--- src/design/hgpw_ram.sv ---
// Generic single-port synchronous RAM with a registered read.
// Standalone; holds the point table and the bucket table.
`default_nettype none

module hgpw_ram #(
   parameter int WIDTH = 8,
   parameter int DEPTH = 16
) (
   input  wire logic                     clock,
   input  wire logic                     we,
   input  wire logic [$clog2(DEPTH)-1:0] addr,
   input  wire logic [WIDTH-1:0]         wdata,
   output logic      [WIDTH-1:0]         rdata
);

   logic [WIDTH-1:0] mem_ff [DEPTH];
   logic [WIDTH-1:0] rdata_ff;

   always_ff @(posedge clock) begin
      if (we) begin
         mem_ff[addr] <= wdata;
      end
      rdata_ff <= mem_ff[addr];
   end

   assign rdata = rdata_ff;

endmodule

`default_nettype wire

--- config.mk ---
export PLATFORM = sky130hd
export DESIGN_NAME = hgpw_ram
export DESIGN_NICKNAME = d
export VERILOG_FILES = /design/src/design/hgpw_ram.sv
export SDC_FILE = /design/constraint.sdc
export NUM_CORES = 1
export LEC_CHECK = 0
export BUFFER_PORTS_ARGS = -buffer_cell sky130_fd_sc_hd__buf_2
export CAP_MARGIN = 40
export CORE_MARGIN = 1.5
export CORE_UTILIZATION = 30
export CTS_BUF_LIST = sky130_fd_sc_hd__clkbuf_4
export CTS_CLUSTER_DIAMETER = 40
export DETAILED_ROUTE_END_ITERATION = 8
export GPL_TIMING_DRIVEN = 1
export PLACE_DENSITY = 0.49
export SLEW_MARGIN = 10
export SYNTH_ARGS = -nofsm -noshare
export SYNTH_HDL_FRONTEND = slang
export SYNTH_SLANG_ARGS = --single-unit
--- constraint.sdc ---
create_clock -name clock -period 2.7 [get_ports clock]
set_clock_uncertainty 0.2 [all_clocks]
set_input_delay 0.135 -clock clock [delete_from_list [all_inputs] [get_ports clock]]
set_output_delay 0.135 -clock clock [all_outputs]
set_load 0.005 [all_outputs]
==> results.ini <==
[status]
status=completed

[critical_path]
path_max_fanout=8
crit_chain=dlygate4sd3_1 -> buf_2 -> nand3b_1 -> dlygate4sd3_1 -> nor3_1 -> dlygate4sd3_1
cpMaxStageDelayCell=dlygate4sd3_1
crit_type=in -> reg
required_ns=2.75
startpoint_type=input pin
worstPathArrival_ns=2.48
crit_top_cell=dlygate4sd3_1
endpoint_kind=register
crit_path_max_incr_delay_ns=0.65

[floorplan]
rows=47
core_area_um2=16500
start_util_pct=30.7
die_h_um=133
die_x_um=133
die-area_um2=17700
io-pin-count=22

[routing]
drt_iter0_markers=110
ant_nets=0
wl_um=10700
drtPass1Iterations=6
vias=2423
via_per_inst=4.61
drc=0
avgRoutedWirePerCell_um=20.4

[place]
portBuffers=21
gp_congestion=0.786
post_dp_cell_area_um2=5530
dp.cells=479
hpwl_um=7070

[sta]
drv_slew=0
rsz0062_at_grt=false
holdWs_ns=0.0571
finalHoldViolCount=0
fin_crit_ns=2.43
setup_viol=0
maxSlewHeadroom_pct=47.2
fmax_ghz=0.412
worstMarginPinSlew_ns=0.789
setup_tns_ns=0
post-route-period-util_pct=89.9

[yosys]
syn-cell-area_um2=5070
synthAdderAreaFrac_pct=0
synth_mux_area_share_pct=14.2
ys_seq_area_share_pct=79.0
synth_edf_count=128
synth.ff_latch_count=136
synth-simple-area-share_pct=3.21
synth_top_family_by_area=multiplexers
async_flop_share_pct=0
yosys.area_share.xor_xnor_pct=0
synth_warnings=0
synth_nets=244
syn_inst=230
synthFlopType=edfxtp_1
avgSynthCellArea_um2=22.0
synth_compound_area_share_pct=2.37
ys_types=18

[grt]
grt_pass1_vias=2663
grt_antenna_before_repair=0
grtUsageTotal_pct=13.3
overflow=0
grt_pass1_wl_um=16400
grt_max_degree=21

[cts]
cts_buffers=17
cts_hold_buffers=15
numClockSinks=136
post_cts_resized=0
clock_path_buffers=2
cts_tree=built
clkLatencyLatePin_ns=0.54
cts_setup_buffers=0
htreeDepth=4
clk_pin_slew_worst_paths_ns=0.11
clockRootBuffer=clkbuf_4

[finish]
utilization_pct=36.3
stdcell_count=526
antennaDiodeCount=0
drive_above_1_share_pct=33.3
postLayoutCellArea_um2=5990
nNetsFinal=307
synthToLayoutAreaGrowth_pct=18.2

[run]
maxCapViolCount=0

[power_and_ir_drop]
p_leak_nw=1.94
peakVddDrop_mv=0.485
power.density_nw_per_um2=675

[worst_hold_path]
min-delay-path-class=in -> reg

## registers in the layout (all words and copies together), names as in the netlist
register	flops
rdata	8
mem_ff	128
## through the flow
step | power, mW | setup WS, ns
floorplan | 2.54 | 0.872
global route | 4.19 | 0.186
finish | 4.04 | 0.271
CTS | 4.10 | 0.291
detailed placement | 2.65 | 0.561
global placement | 2.65 | 0.581
## metal layers
| layer | global-route usage, % | wire, µm | vias up |
|---|---|---|---|
| li1 | - | - | 1089 |
| met1 | 17.4 | 4890 | 1254 |
| met2 | 20.8 | 5110 | 69 |
| met3 | 4.52 | 641 | 11 |
| met4 | 4.76 | 97 | 0 |
| met5 | 0 | 0 | - |
## power breakdown
part | internal, mW | switching, mW | total (mW)
sequential | 2.36 | 0.0153 | 2.37
combinational | 0.106 | 0.132 | 0.238
clock | 0.720 | 0.714 | 1.43
## worst max-delay path: cells and delay by family
family / cells / cell delay [ns]
buffers and inverters: 4 / 1.93
AND/OR/NAND/NOR: 2 / 0.42
## area by class of cell
type	instances	area [µm²]
clock buffers	17	128
clock inverters	15	184
fillers	1524	10500
multi-input cells	83	1000
flip-flops and latches	136	4000
well taps	220	275
repair buffers	55	398
## cell families (layout without fill, tap and decap cells)
group / after synthesis / in the layout
AO/OA/AOI/OAI: 16 / 16
buffers and inverters: 11 / 87
flip-flops: 136 / 136
multiplexers: 32 / 32
AND/OR/NAND/NOR: 35 / 35
## cell usage in the layout (no fill, tap or decap), drive strengths merged
cell and n:
a22oi 16, and2 1, buf 40, bufinv 4
clkbuf 17, clkinv 9, clkinvlp 2, dfxtp 8
dlygate4sd3 15, edfxtp 128, mux4 32, nand2 9
nand2b 2, nand3 1, nand3b 2, nor2 13
nor2b 2, nor3 4, or3b 1
## synth_stat cells, drive strengths merged (2+ instances only)
cell type | count | area (µm²)
nand2 | 9 | 33.8
buf | 8 | 47.5
nor3 | 4 | 20.0
nand2b | 2 | 12.5
edfxtp | 128 | 3840
nor2b | 2 | 12.5
nor2 | 13 | 48.8
mux4 | 32 | 721
a22oi | 16 | 120
nand3b | 2 | 15.0
dfxtp | 8 | 160
clkbuf | 3 | 12.5
## path summary, 6_finish.rpt
check | start | end | slack [ns] | depth (start not counted)
max reg2reg | mem_ff[1][0] | rdata[0] | 0.75 | 4
min | addr[0] | rdata[1] | 0.06 | 4
max | addr[3] | mem_ff[4][0] | 0.27 | 6
min reg2reg | mem_ff[15][7] | rdata[7] | 0.49 | 3
Power figures use the tool's default switching activity.
