--- src/design/hgpw_pkg.sv ---
// Shared constants, row layouts and handshake structs for the point weld core.
// No dependencies; the core, the floor divider and the cell hash import this package.
`default_nettype none

package hgpw_pkg;

   localparam int MAX_POINTS = 4096;
   localparam int PT_IDX_W   = $clog2(MAX_POINTS);
   localparam int COUNT_W    = $clog2(MAX_POINTS + 1);
   // Bucket select takes the low hash bits, so BUCKETS stays a power of two.
   localparam int BUCKETS    = 1024;
   localparam int BKT_W      = $clog2(BUCKETS);
   localparam int CELL_SCALE = 8;

   localparam int TOL_W      = 25;
   localparam int COORD_W    = 32;
   localparam int CELL_W     = 32;
   localparam int HASH_W     = 64;
   localparam int ONE_Q16    = 65536;
   localparam int SCALED_W   = TOL_W + $clog2(CELL_SCALE);
   localparam int UNIT_W     = $clog2(ONE_Q16) + 1;
   localparam int SIZE_W     = (SCALED_W > UNIT_W) ? SCALED_W : UNIT_W;

   localparam int DIV_STEPS  = COORD_W;
   localparam int DIV_CNT_W  = $clog2(DIV_STEPS);

   localparam logic [HASH_W-1:0] HASH_GOLDEN = 64'h9e3779b97f4a7c15;
   localparam logic [HASH_W-1:0] HASH_MUL1   = 64'hbf58476d1ce4e5b9;
   localparam logic [HASH_W-1:0] HASH_MUL2   = 64'h94d049bb133111eb;

   localparam int CSR_ADDR_W = 3;
   localparam int CSR_DATA_W = 32;
   localparam logic [CSR_ADDR_W-3:0] CSR_TOL_INDEX = '0;

   typedef struct packed {
      logic [COORD_W-1:0]  pos_x;
      logic [COORD_W-1:0]  pos_y;
      logic [COORD_W-1:0]  pos_z;
      logic [HASH_W-1:0]   cell_key;
      logic [PT_IDX_W-1:0] next;
   } point_row_type;

   typedef struct packed {
      logic                used;
      logic [PT_IDX_W-1:0] head;
      logic [PT_IDX_W-1:0] tail;
   } bucket_row_type;

   typedef struct packed {
      logic                     done;
      logic signed [CELL_W-1:0] quot;
      logic [SIZE_W-1:0]        rem;
   } div_rsp_type;

   typedef enum logic [2:0] {
      LVL_X = 3'b001,
      LVL_Y = 3'b010,
      LVL_Z = 3'b100
   } hash_level_type;

   typedef struct packed {
      logic           start;
      hash_level_type level;
   } hash_cmd_type;

endpackage

`default_nettype wire

--- src/design/hgpw_cell_hash.sv ---
// Sequential 64-bit cell hash over three cell coordinates, one 32x32 multiplier.
// Uses hgpw_pkg; keeps the x and x,y prefix hashes so a search can resume mid-way.
`default_nettype none

module hgpw_cell_hash import hgpw_pkg::*; (
   input  wire logic                     clock,
   input  wire logic                     reset,
   input  wire hash_cmd_type             cmd,
   input  wire logic signed [CELL_W-1:0] cell_x,
   input  wire logic signed [CELL_W-1:0] cell_y,
   input  wire logic signed [CELL_W-1:0] cell_z,
   output logic                          done,
   output logic [HASH_W-1:0]             hash
);

   typedef enum logic [10:0] {
      PH_IDLE = 11'b00000000001,
      PH_ADD  = 11'b00000000010,
      PH_XS30 = 11'b00000000100,
      PH_M1LL = 11'b00000001000,
      PH_M1HL = 11'b00000010000,
      PH_M1LH = 11'b00000100000,
      PH_XS27 = 11'b00001000000,
      PH_M2LL = 11'b00010000000,
      PH_M2HL = 11'b00100000000,
      PH_M2LH = 11'b01000000000,
      PH_XS31 = 11'b10000000000
   } hash_phase_type;

   hash_phase_type     phase_ff, phase_in;
   hash_level_type     level_ff, level_in;
   logic [HASH_W-1:0]  h_ff, h_in;
   logic [HASH_W-1:0]  h1_ff, h1_in;
   logic [HASH_W-1:0]  h2_ff, h2_in;
   logic [HASH_W-1:0]  x_ff, x_in;
   logic [HASH_W-1:0]  acc_ff, acc_in;
   logic               done_ff, done_in;
   logic [CELL_W-1:0]  axis;
   logic [HASH_W-1:0]  axis_ext;
   logic [31:0]        mul_a;
   logic [31:0]        mul_b;
   logic [63:0]        prod;
   logic [HASH_W-1:0]  h_mix;

   always_comb begin
      case (level_ff)
         LVL_X:   axis = cell_x;
         LVL_Y:   axis = cell_y;
         LVL_Z:   axis = cell_z;
         default: axis = cell_x;
      endcase
      axis_ext = {{(HASH_W-CELL_W){axis[CELL_W-1]}}, axis};
   end

   // one partial product a cycle; only the low 64 bits of the full product matter
   always_comb begin
      case (phase_ff)
         PH_M1LL: begin mul_a = x_ff[31:0];  mul_b = HASH_MUL1[31:0];  end
         PH_M1HL: begin mul_a = x_ff[63:32]; mul_b = HASH_MUL1[31:0];  end
         PH_M1LH: begin mul_a = x_ff[31:0];  mul_b = HASH_MUL1[63:32]; end
         PH_M2LL: begin mul_a = x_ff[31:0];  mul_b = HASH_MUL2[31:0];  end
         PH_M2HL: begin mul_a = x_ff[63:32]; mul_b = HASH_MUL2[31:0];  end
         PH_M2LH: begin mul_a = x_ff[31:0];  mul_b = HASH_MUL2[63:32]; end
         default: begin mul_a = '0;          mul_b = '0;               end
      endcase
      prod  = mul_a * mul_b;
      h_mix = acc_ff ^ (acc_ff >> 31);
   end

   always_comb begin
      phase_in = phase_ff;
      level_in = level_ff;
      h_in     = h_ff;
      h1_in    = h1_ff;
      h2_in    = h2_ff;
      x_in     = x_ff;
      acc_in   = acc_ff;
      done_in  = 1'b0;
      case (phase_ff)
         PH_IDLE: begin
            if (cmd.start) begin
               level_in = cmd.level;
               case (cmd.level)
                  LVL_Y:   h_in = h1_ff;
                  LVL_Z:   h_in = h2_ff;
                  default: h_in = '0;
               endcase
               phase_in = PH_ADD;
            end
         end
         PH_ADD: begin
            x_in     = h_ff ^ (axis_ext + HASH_GOLDEN + (h_ff << 6) + (h_ff >> 2));
            phase_in = PH_XS30;
         end
         PH_XS30: begin
            x_in     = x_ff ^ (x_ff >> 30);
            phase_in = PH_M1LL;
         end
         PH_M1LL: begin
            acc_in   = prod;
            phase_in = PH_M1HL;
         end
         PH_M1HL: begin
            acc_in   = acc_ff + {prod[31:0], 32'b0};
            phase_in = PH_M1LH;
         end
         PH_M1LH: begin
            acc_in   = acc_ff + {prod[31:0], 32'b0};
            phase_in = PH_XS27;
         end
         PH_XS27: begin
            x_in     = acc_ff ^ (acc_ff >> 27);
            phase_in = PH_M2LL;
         end
         PH_M2LL: begin
            acc_in   = prod;
            phase_in = PH_M2HL;
         end
         PH_M2HL: begin
            acc_in   = acc_ff + {prod[31:0], 32'b0};
            phase_in = PH_M2LH;
         end
         PH_M2LH: begin
            acc_in   = acc_ff + {prod[31:0], 32'b0};
            phase_in = PH_XS31;
         end
         PH_XS31: begin
            h_in = h_mix;
            case (level_ff)
               LVL_X: begin
                  h1_in    = h_mix;
                  level_in = LVL_Y;
                  phase_in = PH_ADD;
               end
               LVL_Y: begin
                  h2_in    = h_mix;
                  level_in = LVL_Z;
                  phase_in = PH_ADD;
               end
               default: begin
                  done_in  = 1'b1;
                  phase_in = PH_IDLE;
               end
            endcase
         end
         default: begin
            phase_in = PH_IDLE;
         end
      endcase
   end

   always_ff @(posedge clock) begin
      if (reset) begin
         phase_ff <= PH_IDLE;
         level_ff <= LVL_X;
         done_ff  <= 1'b0;
      end else begin
         phase_ff <= phase_in;
         level_ff <= level_in;
         done_ff  <= done_in;
      end
      h_ff   <= h_in;
      h1_ff  <= h1_in;
      h2_ff  <= h2_in;
      x_ff   <= x_in;
      acc_ff <= acc_in;
   end

   assign done = done_ff;
   assign hash = h_ff;

endmodule

`default_nettype wire

--- config.mk ---
export PLATFORM = sky130hd
export DESIGN_NAME = hgpw_cell_hash
export DESIGN_NICKNAME = d
export VERILOG_FILES = /design/src/design/hgpw_pkg.sv /design/src/design/hgpw_cell_hash.sv
export SDC_FILE = /design/constraint.sdc
export NUM_CORES = 2
export LEC_CHECK = 0
export BUFFER_PORTS_ARGS = -buffer_cell sky130_fd_sc_hd__buf_4
export CORE_MARGIN = 2
export CORE_UTILIZATION = 40
export CTS_BUF_LIST = sky130_fd_sc_hd__clkbuf_16
export DETAILED_ROUTE_END_ITERATION = 12
export GPL_TIMING_DRIVEN = 0
export MAX_ROUTING_LAYER = met4
export SYNTH_ARGS = -nofsm -noshare
export SYNTH_HDL_FRONTEND = slang
export SYNTH_SLANG_ARGS = --single-unit
--- constraint.sdc ---
create_clock -name clock -period 19.65 [get_ports clock]
set_clock_uncertainty 0.1 [all_clocks]
set_input_delay 0.9825 -clock clock [delete_from_list [all_inputs] [get_ports clock]]
set_output_delay 0.9825 -clock clock [all_outputs]
set_load 0.01 [all_outputs]
==> metrics <==
via count=39000; post-route design area=56300 um2; Worst EP required=19.82 ns; vias in the first global route=40300; Reg clk slew, reported paths=0.07 ns; post-synthesis sequential area ratio=19.2%; Final min period=14.19 ns; Mean Syn Cell Area=9.93 um2; clock root buffer=clkbuf_16; Pins Over Slew Limit=33; Layout area overhead=9.26%; CTS max path bufs=3; CTS H-Tree Depth=2; Setup Crit Path Kind=reg2reg; prevailing post-synth register cell=edfxtp_1; Worst setup EP type=flop; final WL=180000 um; IO buf count=166; post-synth top area share=34.3%; Die Y=363 um; # hold bufs at CTS=0; Chip Width=363 um; gr usage total=28.4%; Yosys warnings=0; Async S/R FF share, synth=0%; router iterations before antenna repair=8; Iter 0 DRT Violations=4050; maximum VDD drop=58.8 uV; max-cap violations=0; # rows=131; slowest CP cell=a22oi_2; TritonCTS clock tree=built; antenna-violating nets left=0; syn nets=6663; # DRC=0; nets@finish=6887; die footprint=132000 um2; TritonCTS Buffers=35; CTS resizes=0; Placer Congestion=1.01; Hold WC Path Type=reg2reg; final hold vios=0; worst skew pair latency=0.55 ns; dominant cells by area after synthesis=fa_1 34%, edfxtp_1 19%, ha_1 12%, inv_1 8.1%, nor2_1 3.9%; Worst EP arrival=14.36 ns; status=finished, violations left; post-CTS setup buffers=0; Crit path top cell by count=fa_1; RSZ-0062 raised after global routing=no; IO Count=167; routed len/inst=25.3 um; Mapped Area=51500 um2; setup tns final=0 ns; largest net degree at the start of global routing=65; Final Setup Violations=0; GR Overflow Total=0; initial antenna violation count=2; failing checks=max-slew violations; Max FO, Critical Path=10; Gate Count Post-Synth=5186; Final period util=72.2%; fmax=0.0705 GHz; first-pass GRT wire length=265000 um; startpoint types=flop; CORE AREA=128000 um2; Pleak=27.3 nW; initial core utilization=40.3%; EDFF count, synth=320; worst-margin pin slew=1.54 ns; drt via density=5.49; Slew headroom=-2.43%; Detailed Place HPWL=154000 um; Post-Place Cell Area=55100 um2; share of layout cells above drive strength 1=5.94%; cell taking the most area after synthesis=fa_1; largest stage delay on the critical path=1.19 ns; Util after Layout=44.1%; Clock Sinks=335; count of cell types in the netlist=91; cell area power density=52.0 nW/um2; Synth Register Bits=335
[worst paths after layout]
path	cells after the start	startpoint	end	slack, ns
min reg2reg	0	acc_ff[63]	h1_ff[63]	0.42
min	0	acc_ff[63]	h1_ff[63]	0.42
max reg2reg	40	phase_ff[1]	acc_ff[63]	5.46
max	40	phase_ff[1]	acc_ff[63]	5.46
[final cells by class]
| type | instances | area (um2) |
|---|---|---|
| Inverter | 1116 | 4190 |
| Clock inverter | 25 | 230 |
| Clock buffer | 36 | 901 |
| Buffer | 178 | 727 |
| Multi-Input combinational cell | 3557 | 36700 |
| Tap cell | 1662 | 2080 |
| Antenna cell | 1 | 2.50 |
| Sequential cell | 335 | 9910 |
| Timing Repair Buffer | 187 | 1520 |
| Fill cell | 12300 | 71400 |
[per-stage QoR]
step	total power (W)	worst slack [ns]	hold WS (ns)	cells
floorplan	0.00178	9.42	0.343	5186
global placement	0.00222	5.98	0.409	7014
detailed placement	0.00223	5.98	0.410	7034
CTS	0.00291	5.93	0.424	7095
global route	0.00308	5.19	0.441	7097
finish	0.00293	5.46	0.424	7097
[power by group]
part / leakage [nW] / switching [W] / internal [W]
sequential: 3.11 / 0.0000359 / 0.000863
clock: 0.574 / 0.000296 / 0.000386
combinational: 23.6 / 0.000848 / 0.000497
[critical path: cells and delay by family (launching register included)]
family | cells | cell delay [ns]
xor+xnor | 2 | 0.61
buf+inv | 5 | 1.70
fa+ha+maj | 10 | 4.99
compound gates | 13 | 3.87
simple gates | 10 | 2.12
flops | 1 | 0.46
[state kept, by name, indices dropped and copies added, names as in the netlist]
signal    cells
h2_ff        64
level_ff      3
x_ff         64
hash         64
done          1
h1_ff        64
phase_ff     11
acc_ff       64
[cells by family (layout without fill, tap and decap cells)]
family / after synthesis / count (layout) / synth area share, %
AO/OA/AOI/OAI: 781 / 781 / 10.3
XOR/XNOR: 324 / 324 / 5.51
adder cells (fa/ha/maj): 1375 / 1375 / 46.3
buffers and inverters: 1294 / 1542 / 9.54
flip-flops: 335 / 335 / 19.2
multiplexers: 6 / 6 / 0.119
other: 0 / 1 / 0
AND/OR/NAND/NOR: 1071 / 1071 / 9.06
[placed cells by master (no fill, tap or decap), types with 35 or more instances in the layout]
cell          n
inv_1      1111
fa_1        882
nor2_1      528
ha_1        493
edfxtp_1    320
nand2_1     287
a21oi_1     193
xor2_1      171
buf_4       168
xnor2_1     153
o21ai_0     152
clkbuf_1    135
a21o_1       85
a221oi_1     66
a22oi_1      49
and2_1       46
a22o_1       36
clkbuf_16    36
nand3_1      35
[cell usage after synthesis, drive strengths merged, types with 20 or more instances]
cell,count
o21ai,160
nor2,530
nand4,31
nand2,288
inv,1113
nand2b,22
xnor2,153
xor2,171
buf,42
a22o,38
a221oi,67
a22oi,61
nand3,35
a31oi,20
a21o,85
and3,22
nor3,32
a21oi,196
o21bai,28
and2,47
clkbuf,136
edfxtp,320
ha,493
fa,882
[layer usage]
layer | wire length (um) | global-route usage [%] | part of all wire, % | up-vias
met5 | 0 | - | 0 | -
met4 | 8730 | 11.3 | 4.9 | 0
met3 | 16800 | 5.72 | 9.4 | 327
met2 | 79200 | 42.3 | 44 | 1760
met1 | 75100 | 38.0 | 42 | 19800
li1 | - | - | - | 17100
(Power assumes the default switching activity.)
