$ cat config.mk
export PLATFORM = sky130hd
export DESIGN_NAME = hgpw_floor_div
export DESIGN_NICKNAME = d
export VERILOG_FILES = /design/src/design/hgpw_pkg.sv /design/src/design/hgpw_floor_div.sv
export SDC_FILE = /design/constraint.sdc
export NUM_CORES = 1
export LEC_CHECK = 0
export ABC_AREA = 0
export ABC_CLOCK_PERIOD_IN_PS = 12050
export BUFFER_PORTS_ARGS = -buffer_cell sky130_fd_sc_hd__buf_2
export CORE_MARGIN = 2
export CORE_UTILIZATION = 35
export CTS_BUF_LIST = sky130_fd_sc_hd__clkbuf_4 sky130_fd_sc_hd__clkbuf_8 sky130_fd_sc_hd__clkbuf_16
export CTS_CLUSTER_SIZE = 16
export DETAILED_ROUTE_END_ITERATION = 7
export HOLD_SLACK_MARGIN = 0.06
export PLACE_DENSITY = 0.62
export SYNTH_ARGS = -nofsm -noshare
export SYNTH_HDL_FRONTEND = slang
export SYNTH_SLANG_ARGS = --single-unit
$ cat constraint.sdc
create_clock -name clock -period 12.05 [get_ports clock]
set_input_delay 0.6025 -clock clock [delete_from_list [all_inputs] [get_ports clock]]
set_output_delay 0.6025 -clock clock [all_outputs]
set_load 0.02 [all_outputs]
$ cat src/design/hgpw_pkg.sv
// Shared constants, row layouts and handshake structs for the point weld core.
// No dependencies; the core, the floor divider and the cell hash import this package.
`default_nettype none

package hgpw_pkg;

   localparam int MAX_POINTS = 4096;
   localparam int PT_IDX_W   = $clog2(MAX_POINTS);
   localparam int COUNT_W    = $clog2(MAX_POINTS + 1);
   // Bucket select takes the low hash bits, so BUCKETS stays a power of two.
   localparam int BUCKETS    = 1024;
   localparam int BKT_W      = $clog2(BUCKETS);
   localparam int CELL_SCALE = 8;

   localparam int TOL_W      = 25;
   localparam int COORD_W    = 32;
   localparam int CELL_W     = 32;
   localparam int HASH_W     = 64;
   localparam int ONE_Q16    = 65536;
   localparam int SCALED_W   = TOL_W + $clog2(CELL_SCALE);
   localparam int UNIT_W     = $clog2(ONE_Q16) + 1;
   localparam int SIZE_W     = (SCALED_W > UNIT_W) ? SCALED_W : UNIT_W;

   localparam int DIV_STEPS  = COORD_W;
   localparam int DIV_CNT_W  = $clog2(DIV_STEPS);

   localparam logic [HASH_W-1:0] HASH_GOLDEN = 64'h9e3779b97f4a7c15;
   localparam logic [HASH_W-1:0] HASH_MUL1   = 64'hbf58476d1ce4e5b9;
   localparam logic [HASH_W-1:0] HASH_MUL2   = 64'h94d049bb133111eb;

   localparam int CSR_ADDR_W = 3;
   localparam int CSR_DATA_W = 32;
   localparam logic [CSR_ADDR_W-3:0] CSR_TOL_INDEX = '0;

   typedef struct packed {
      logic [COORD_W-1:0]  pos_x;
      logic [COORD_W-1:0]  pos_y;
      logic [COORD_W-1:0]  pos_z;
      logic [HASH_W-1:0]   cell_key;
      logic [PT_IDX_W-1:0] next;
   } point_row_type;

   typedef struct packed {
      logic                used;
      logic [PT_IDX_W-1:0] head;
      logic [PT_IDX_W-1:0] tail;
   } bucket_row_type;

   typedef struct packed {
      logic                     done;
      logic signed [CELL_W-1:0] quot;
      logic [SIZE_W-1:0]        rem;
   } div_rsp_type;

   typedef enum logic [2:0] {
      LVL_X = 3'b001,
      LVL_Y = 3'b010,
      LVL_Z = 3'b100
   } hash_level_type;

   typedef struct packed {
      logic           start;
      hash_level_type level;
   } hash_cmd_type;

endpackage

`default_nettype wire

$ cat src/design/hgpw_floor_div.sv
// Bit-serial floor division of a signed coordinate by the cell size.
// Uses hgpw_pkg; returns quotient and non-negative remainder.
`default_nettype none

module hgpw_floor_div import hgpw_pkg::*; (
   input  wire logic                      clock,
   input  wire logic                      reset,
   input  wire logic                      start,
   input  wire logic signed [COORD_W-1:0] dividend,
   input  wire logic [SIZE_W-1:0]         divisor,
   output div_rsp_type                    rsp
);

   typedef enum logic [2:0] {
      DV_IDLE = 3'b001,
      DV_RUN  = 3'b010,
      DV_FIX  = 3'b100
   } div_state_type;

   div_state_type        state_ff, state_in;
   logic [DIV_CNT_W-1:0] cnt_ff, cnt_in;
   logic [COORD_W-1:0]   quo_ff, quo_in;
   logic [SIZE_W-1:0]    rem_ff, rem_in;
   logic [SIZE_W-1:0]    dsr_ff, dsr_in;
   logic                 neg_ff, neg_in;
   div_rsp_type          rsp_ff, rsp_in;
   logic [SIZE_W:0]      trial;
   logic [SIZE_W:0]      diff;

   always_comb begin
      state_in = state_ff;
      cnt_in   = cnt_ff;
      quo_in   = quo_ff;
      rem_in   = rem_ff;
      dsr_in   = dsr_ff;
      neg_in   = neg_ff;
      rsp_in   = rsp_ff;
      rsp_in.done = 1'b0;
      trial    = {rem_ff, quo_ff[COORD_W-1]};
      diff     = trial - {1'b0, dsr_ff};
      case (state_ff)
         DV_IDLE: begin
            if (start) begin
               neg_in   = dividend[COORD_W-1];
               quo_in   = dividend[COORD_W-1] ? (~dividend + 1'b1) : dividend;
               rem_in   = '0;
               dsr_in   = divisor;
               cnt_in   = '0;
               state_in = DV_RUN;
            end
         end
         DV_RUN: begin
            // restoring step: one quotient bit per cycle
            if (trial >= {1'b0, dsr_ff}) begin
               rem_in = diff[SIZE_W-1:0];
               quo_in = {quo_ff[COORD_W-2:0], 1'b1};
            end else begin
               rem_in = trial[SIZE_W-1:0];
               quo_in = {quo_ff[COORD_W-2:0], 1'b0};
            end
            cnt_in = cnt_ff + 1'b1;
            if (cnt_ff == DIV_CNT_W'(DIV_STEPS - 1)) begin
               state_in = DV_FIX;
            end
         end
         DV_FIX: begin
            // round toward minus infinity for negative dividends
            rsp_in.done = 1'b1;
            if (!neg_ff) begin
               rsp_in.quot = quo_ff;
               rsp_in.rem  = rem_ff;
            end else if (rem_ff != '0) begin
               rsp_in.quot = ~quo_ff;
               rsp_in.rem  = dsr_ff - rem_ff;
            end else begin
               rsp_in.quot = ~quo_ff + 1'b1;
               rsp_in.rem  = '0;
            end
            state_in = DV_IDLE;
         end
         default: begin
            state_in = DV_IDLE;
         end
      endcase
   end

   always_ff @(posedge clock) begin
      if (reset) begin
         state_ff    <= DV_IDLE;
         rsp_ff.done <= 1'b0;
      end else begin
         state_ff    <= state_in;
         rsp_ff.done <= rsp_in.done;
      end
      cnt_ff      <= cnt_in;
      quo_ff      <= quo_in;
      rem_ff      <= rem_in;
      dsr_ff      <= dsr_in;
      neg_ff      <= neg_in;
      rsp_ff.quot <= rsp_in.quot;
      rsp_ff.rem  <= rsp_in.rem;
   end

   assign rsp = rsp_ff;

endmodule

`default_nettype wire

==> summary.txt <==
Worst hold path
  – Classification of the worst-slack hold path: in2reg
  – Min-delay src: divisor[12]
  – Hold path endpoint: dsr_ff[12]
  – Worst Hold Depth: 1

Die
  – Starting density of the core: a little over a third
  – Full die area: 30800 sq um
  – Placeable core region: approximately 29000 sq um
  – Number of top-level pins: ~120
  – Count of standard-cell rows: 62
  – Height of the die: 176 um
  – Horiz. Die Dim: ~180 um

Route
  – Vias: between 8000 and 9000
  – Router iterations before antenna repair: 5
  – Total Routed Length: roughly 27000 um
  – Per-cell via count in the routed design: 5.36
  – DRT antenna net count: 0
  – Per-cell routed wire length: 17.7 um
  – Detailed router's first-iteration violation count: between 700 and 800
  – DRC Markers: 0

Clocking
  – Clock tree from TritonCTS: yes
  – Count of hold-fix buffers inserted at cts: 0
  – Number of levels in the clock H-tree: 4
  – Insertion delay to the later sink of the worst-skew pair: between 0.4 and 0.5 ns
  – Total setup buffers inserted after CTS: 0
  – Number of buffers created by CTS: 17
  – CTS clk-pin slew, worst paths: around 0.07 ns
  – Num Clock Sinks: roughly 160
  – Number of gates resized after CTS: 0
  – Clock Path Buffers: 2
  – Root buffer selected by CTS: sky130_fd_sc_hd__clkbuf_16

Global routing
  – First-pass GRT wire length: 43300 um
  – Grt total ovfl: 0
  – Pin count of the biggest net entering global routing: approximately 70
  – Initial antenna violation count: 0
  – Global-route usage over all layers: ~18%
  – Number of global-route vias before repair: roughly 7900

Timing
  – Rel. slew slack: 29.9%
  – Post-layout minimum cycle time: around 4 ns
  – Number of slew-limit violations in the final report: 0
  – Share of the cycle needed by the critical path after routing: about a third
  – Highest Clock Rate: approximately 260 MHz
  – Transition time at the pin with the least slew margin: ~1.0 ns
  – Number of endpoints with negative hold slack in the final report: 0
  – Aggregate negative setup slack: 0 ns
  – Final Setup Violations: 0
  – Unrepaired setup endpoints after global routing: no
  – Maximum clock skew at final layout: 0.0130 ns

Yosys
  – Synth area leader: sky130_fd_sc_hd__edfxtp_1
  – Number of enable-type register cells in the synthesized netlist: 154
  – Post-Synthesis Cell Area: slightly above 10000 sq um
  – Sequential cell area fraction in the yosys report: 45.7%
  – Top-area cell type share of the netlist area: 44.9%
  – Primary flip-flop cell chosen by synthesis mapping: sky130_fd_sc_hd__edfxtp_1
  – Syn Nets: 1143
  – Leading post-synthesis cells by cell area: sky130_fd_sc_hd__edfxtp_1 45%, sky130_fd_sc_hd__ha_1 7.2%, sky130_fd_sc_hd__xnor2_1 5.0%, sky130_fd_sc_hd__o21ai_0 4.4%, sky130_fd_sc_hd__xor2_1 4.2%
  – Async SR Flop Fraction: 0%
  – Library cell with the highest instance count after synthesis: sky130_fd_sc_hd__edfxtp_1
  – Post-Syn Instances: slightly above 1000
  – Post-synth top cells: 154 x sky130_fd_sc_hd__edfxtp_1, 91 x sky130_fd_sc_hd__o21ai_0, 75 x sky130_fd_sc_hd__inv_1, 75 x sky130_fd_sc_hd__nand2_1, 71 x sky130_fd_sc_hd__nor2_1
  – Average footprint of a synthesized cell: approximately 10 sq um
  – Distinct cells, synth: 76
  – Yosys reg bits: between 150 and 200
  – Synthesis warning total: 0

Finish
  – Count of nets after finishing: around 1300
  – Area Overhead vs Synth: 16.0%
  – Fraction of final layout cells sized beyond drive strength 1: between 15 and 20%
  – Count of non-filler cells in the finished layout: 1526
  – Number of diodes: 0

Place
  – HPWL Detailed: approximately 20000 um
  – Total instance count after detailed placement: between 1000 and 1500
  – Final weighted congestion of routability-driven global placement: between 0.9 and 1
  – Number of buffers inserted by port buffering: around 120

Power and ir drop
  – Worst IR Drop VDD: between 0.00009 and 0.0001 V
  – Power density over the cells: around 140 nW/um^2
  – Static Leakage: 0.00471 uW

Critical path
  – Required time worst endpoint: 12.22 ns
  – Setup CP Type: reg2reg
  – Worst-case register-to-register setup slack: 8.16 ns
  – Highest net fanout along the worst path: 19
  – Element type at the critical path end: flop
  – Startpoint kind of the worst setup timing path: flop
  – Startpoint of the lowest-slack register-to-register path: dsr_ff[1]
  – Arrival time at the worst endpoint: 4.07 ns
  – R2R cell count: 12
  – Terminus of the critical flop-to-flop path: rem_ff[19]

Status
  – Outcome: finished clean

Job
  – Number of maximum-capacitance constraint violations: 0
worst max-delay path by stage:
stage | from | end | cells after the start
detailed placement | dsr_ff[1] | quo_ff[0] | 12
global route | dsr_ff[1] | rem_ff[19] | 12
CTS | dsr_ff[1] | rem_ff[19] | 12
global placement | dsr_ff[1] | quo_ff[0] | 12
floorplan | start | cnt_ff[0] | 2
finish | dsr_ff[1] | rem_ff[19] | 12
through the flow:
stage | utilization, % | total power, uW | hold slack, ns | setup slack [ns] | area [sq um]
after floorplan | - | 945 | 0.493 | 6.18 | 10300
after detailed placement | 39.3 | 1040 | 0.597 | 8.16 | 11300
after global routing | 41.4 | 1690 | 0.321 | 7.87 | 12000
final | 41.4 | 1610 | 0.340 | 8.16 | 12000
after CTS | 41.4 | 1620 | 0.326 | 8.13 | 12000
after global placement | 39.3 | 1040 | 0.589 | 8.25 | 11300
report_power, final:
part / total [uW] / switching, uW / internal [uW]
registers: 678 / 30.3 / 647
clock network: 581 / 235 / 347
logic: 355 / 208 / 147
placed cells by master (no fill, tap or decap), types with 3 or more instances in the layout:
| master | synthesis | routed |
|---|---|---|
| sky130_fd_sc_hd__a211oi_1 | 13 | 13 |
| sky130_fd_sc_hd__a21boi_0 | 3 | 3 |
| sky130_fd_sc_hd__a21o_1 | 21 | 21 |
| sky130_fd_sc_hd__a21oi_1 | 51 | 51 |
| sky130_fd_sc_hd__a221oi_1 | 3 | 3 |
| sky130_fd_sc_hd__a31o_2 | 4 | 4 |
| sky130_fd_sc_hd__a31oi_1 | 6 | 6 |
| sky130_fd_sc_hd__and3_1 | 11 | 11 |
| sky130_fd_sc_hd__buf_2 | 1 | 123 |
| sky130_fd_sc_hd__buf_4 | 2 | 9 |
| sky130_fd_sc_hd__bufinv_16 | 0 | 4 |
| sky130_fd_sc_hd__clkbuf_16 | 0 | 17 |
| sky130_fd_sc_hd__dfxtp_1 | 4 | 4 |
| sky130_fd_sc_hd__edfxtp_1 | 154 | 154 |
| sky130_fd_sc_hd__ha_1 | 59 | 59 |
| sky130_fd_sc_hd__inv_1 | 75 | 75 |
| sky130_fd_sc_hd__mux2i_1 | 20 | 20 |
| sky130_fd_sc_hd__nand2_1 | 75 | 75 |
| sky130_fd_sc_hd__nand2b_1 | 14 | 14 |
| sky130_fd_sc_hd__nand3_1 | 26 | 26 |
| sky130_fd_sc_hd__nand4_1 | 8 | 8 |
| sky130_fd_sc_hd__nor2_1 | 71 | 70 |
| sky130_fd_sc_hd__nor2b_1 | 16 | 15 |
| sky130_fd_sc_hd__nor3_1 | 13 | 13 |
| sky130_fd_sc_hd__nor4_1 | 10 | 10 |
| sky130_fd_sc_hd__o211a_1 | 3 | 3 |
| sky130_fd_sc_hd__o211ai_1 | 4 | 4 |
| sky130_fd_sc_hd__o21a_1 | 9 | 9 |
| sky130_fd_sc_hd__o21ai_0 | 91 | 90 |
| sky130_fd_sc_hd__o21bai_1 | 4 | 4 |
| sky130_fd_sc_hd__o22ai_1 | 18 | 18 |
| sky130_fd_sc_hd__o31ai_1 | 14 | 14 |
| sky130_fd_sc_hd__o31ai_2 | 3 | 3 |
| sky130_fd_sc_hd__o41ai_1 | 10 | 10 |
| sky130_fd_sc_hd__or2_2 | 3 | 3 |
| sky130_fd_sc_hd__or3_4 | 3 | 3 |
| sky130_fd_sc_hd__or4_1 | 5 | 5 |
| sky130_fd_sc_hd__xnor2_1 | 59 | 59 |
| sky130_fd_sc_hd__xor2_1 | 49 | 49 |
layer usage:
metal	up-vias	routed length (um)	global-route usage, %
met5	-	0	0
met4	0	478	5.41
met3	40	1570	3.01
met2	263	11800	26.8
met1	3900	13100	26.6
li1	3970	-	-
critical path, stage by stage, from the launching register on:
cell and delay (ns):
sky130_fd_sc_hd__edfxtp_1 0.46, sky130_fd_sc_hd__inv_1 0.08, sky130_fd_sc_hd__ha_1 0.28, sky130_fd_sc_hd__nor2b_1 0.14, sky130_fd_sc_hd__o31a_1 0.25, sky130_fd_sc_hd__o21a_1 0.23, sky130_fd_sc_hd__o2111ai_1 0.23, sky130_fd_sc_hd__nand3_1 0.20
sky130_fd_sc_hd__a311o_1 0.42, sky130_fd_sc_hd__a31oi_4 0.56, sky130_fd_sc_hd__buf_4 0.42, sky130_fd_sc_hd__nand2b_1 0.24, sky130_fd_sc_hd__o21ai_0 0.12
flip-flops by register name (all words and copies together), names as in the netlist:
signal,count
rem_ff,28
quo_ff,32
rsp,61
state_ff,3
neg_ff,1
dsr_ff,28
cnt_ff,5
final cells by class:
class / instances / area (sq um)
fill: 2826 / 16900
sequential: 158 / 4700
inverter: 76 / 285
tap: 384 / 480
timing repair buffer: 132 / 683
clock buffer: 17 / 425
clock inverter: 13 / 190
multi-input combinational: 746 / 5180
kinds of logic after synthesis:
kind of cell | after synthesis | synth area share (%)
AO/OA/AOI/OAI | 280 | 17.8
XOR/XNOR | 108 | 9.18
adder cells (fa/ha/maj) | 61 | 7.55
buffers and inverters | 115 | 4.27
flip-flops | 158 | 45.7
multiplexers | 21 | 2.05
AND/OR/NAND/NOR | 276 | 13.5
Power figures use the tool's default switching activity.
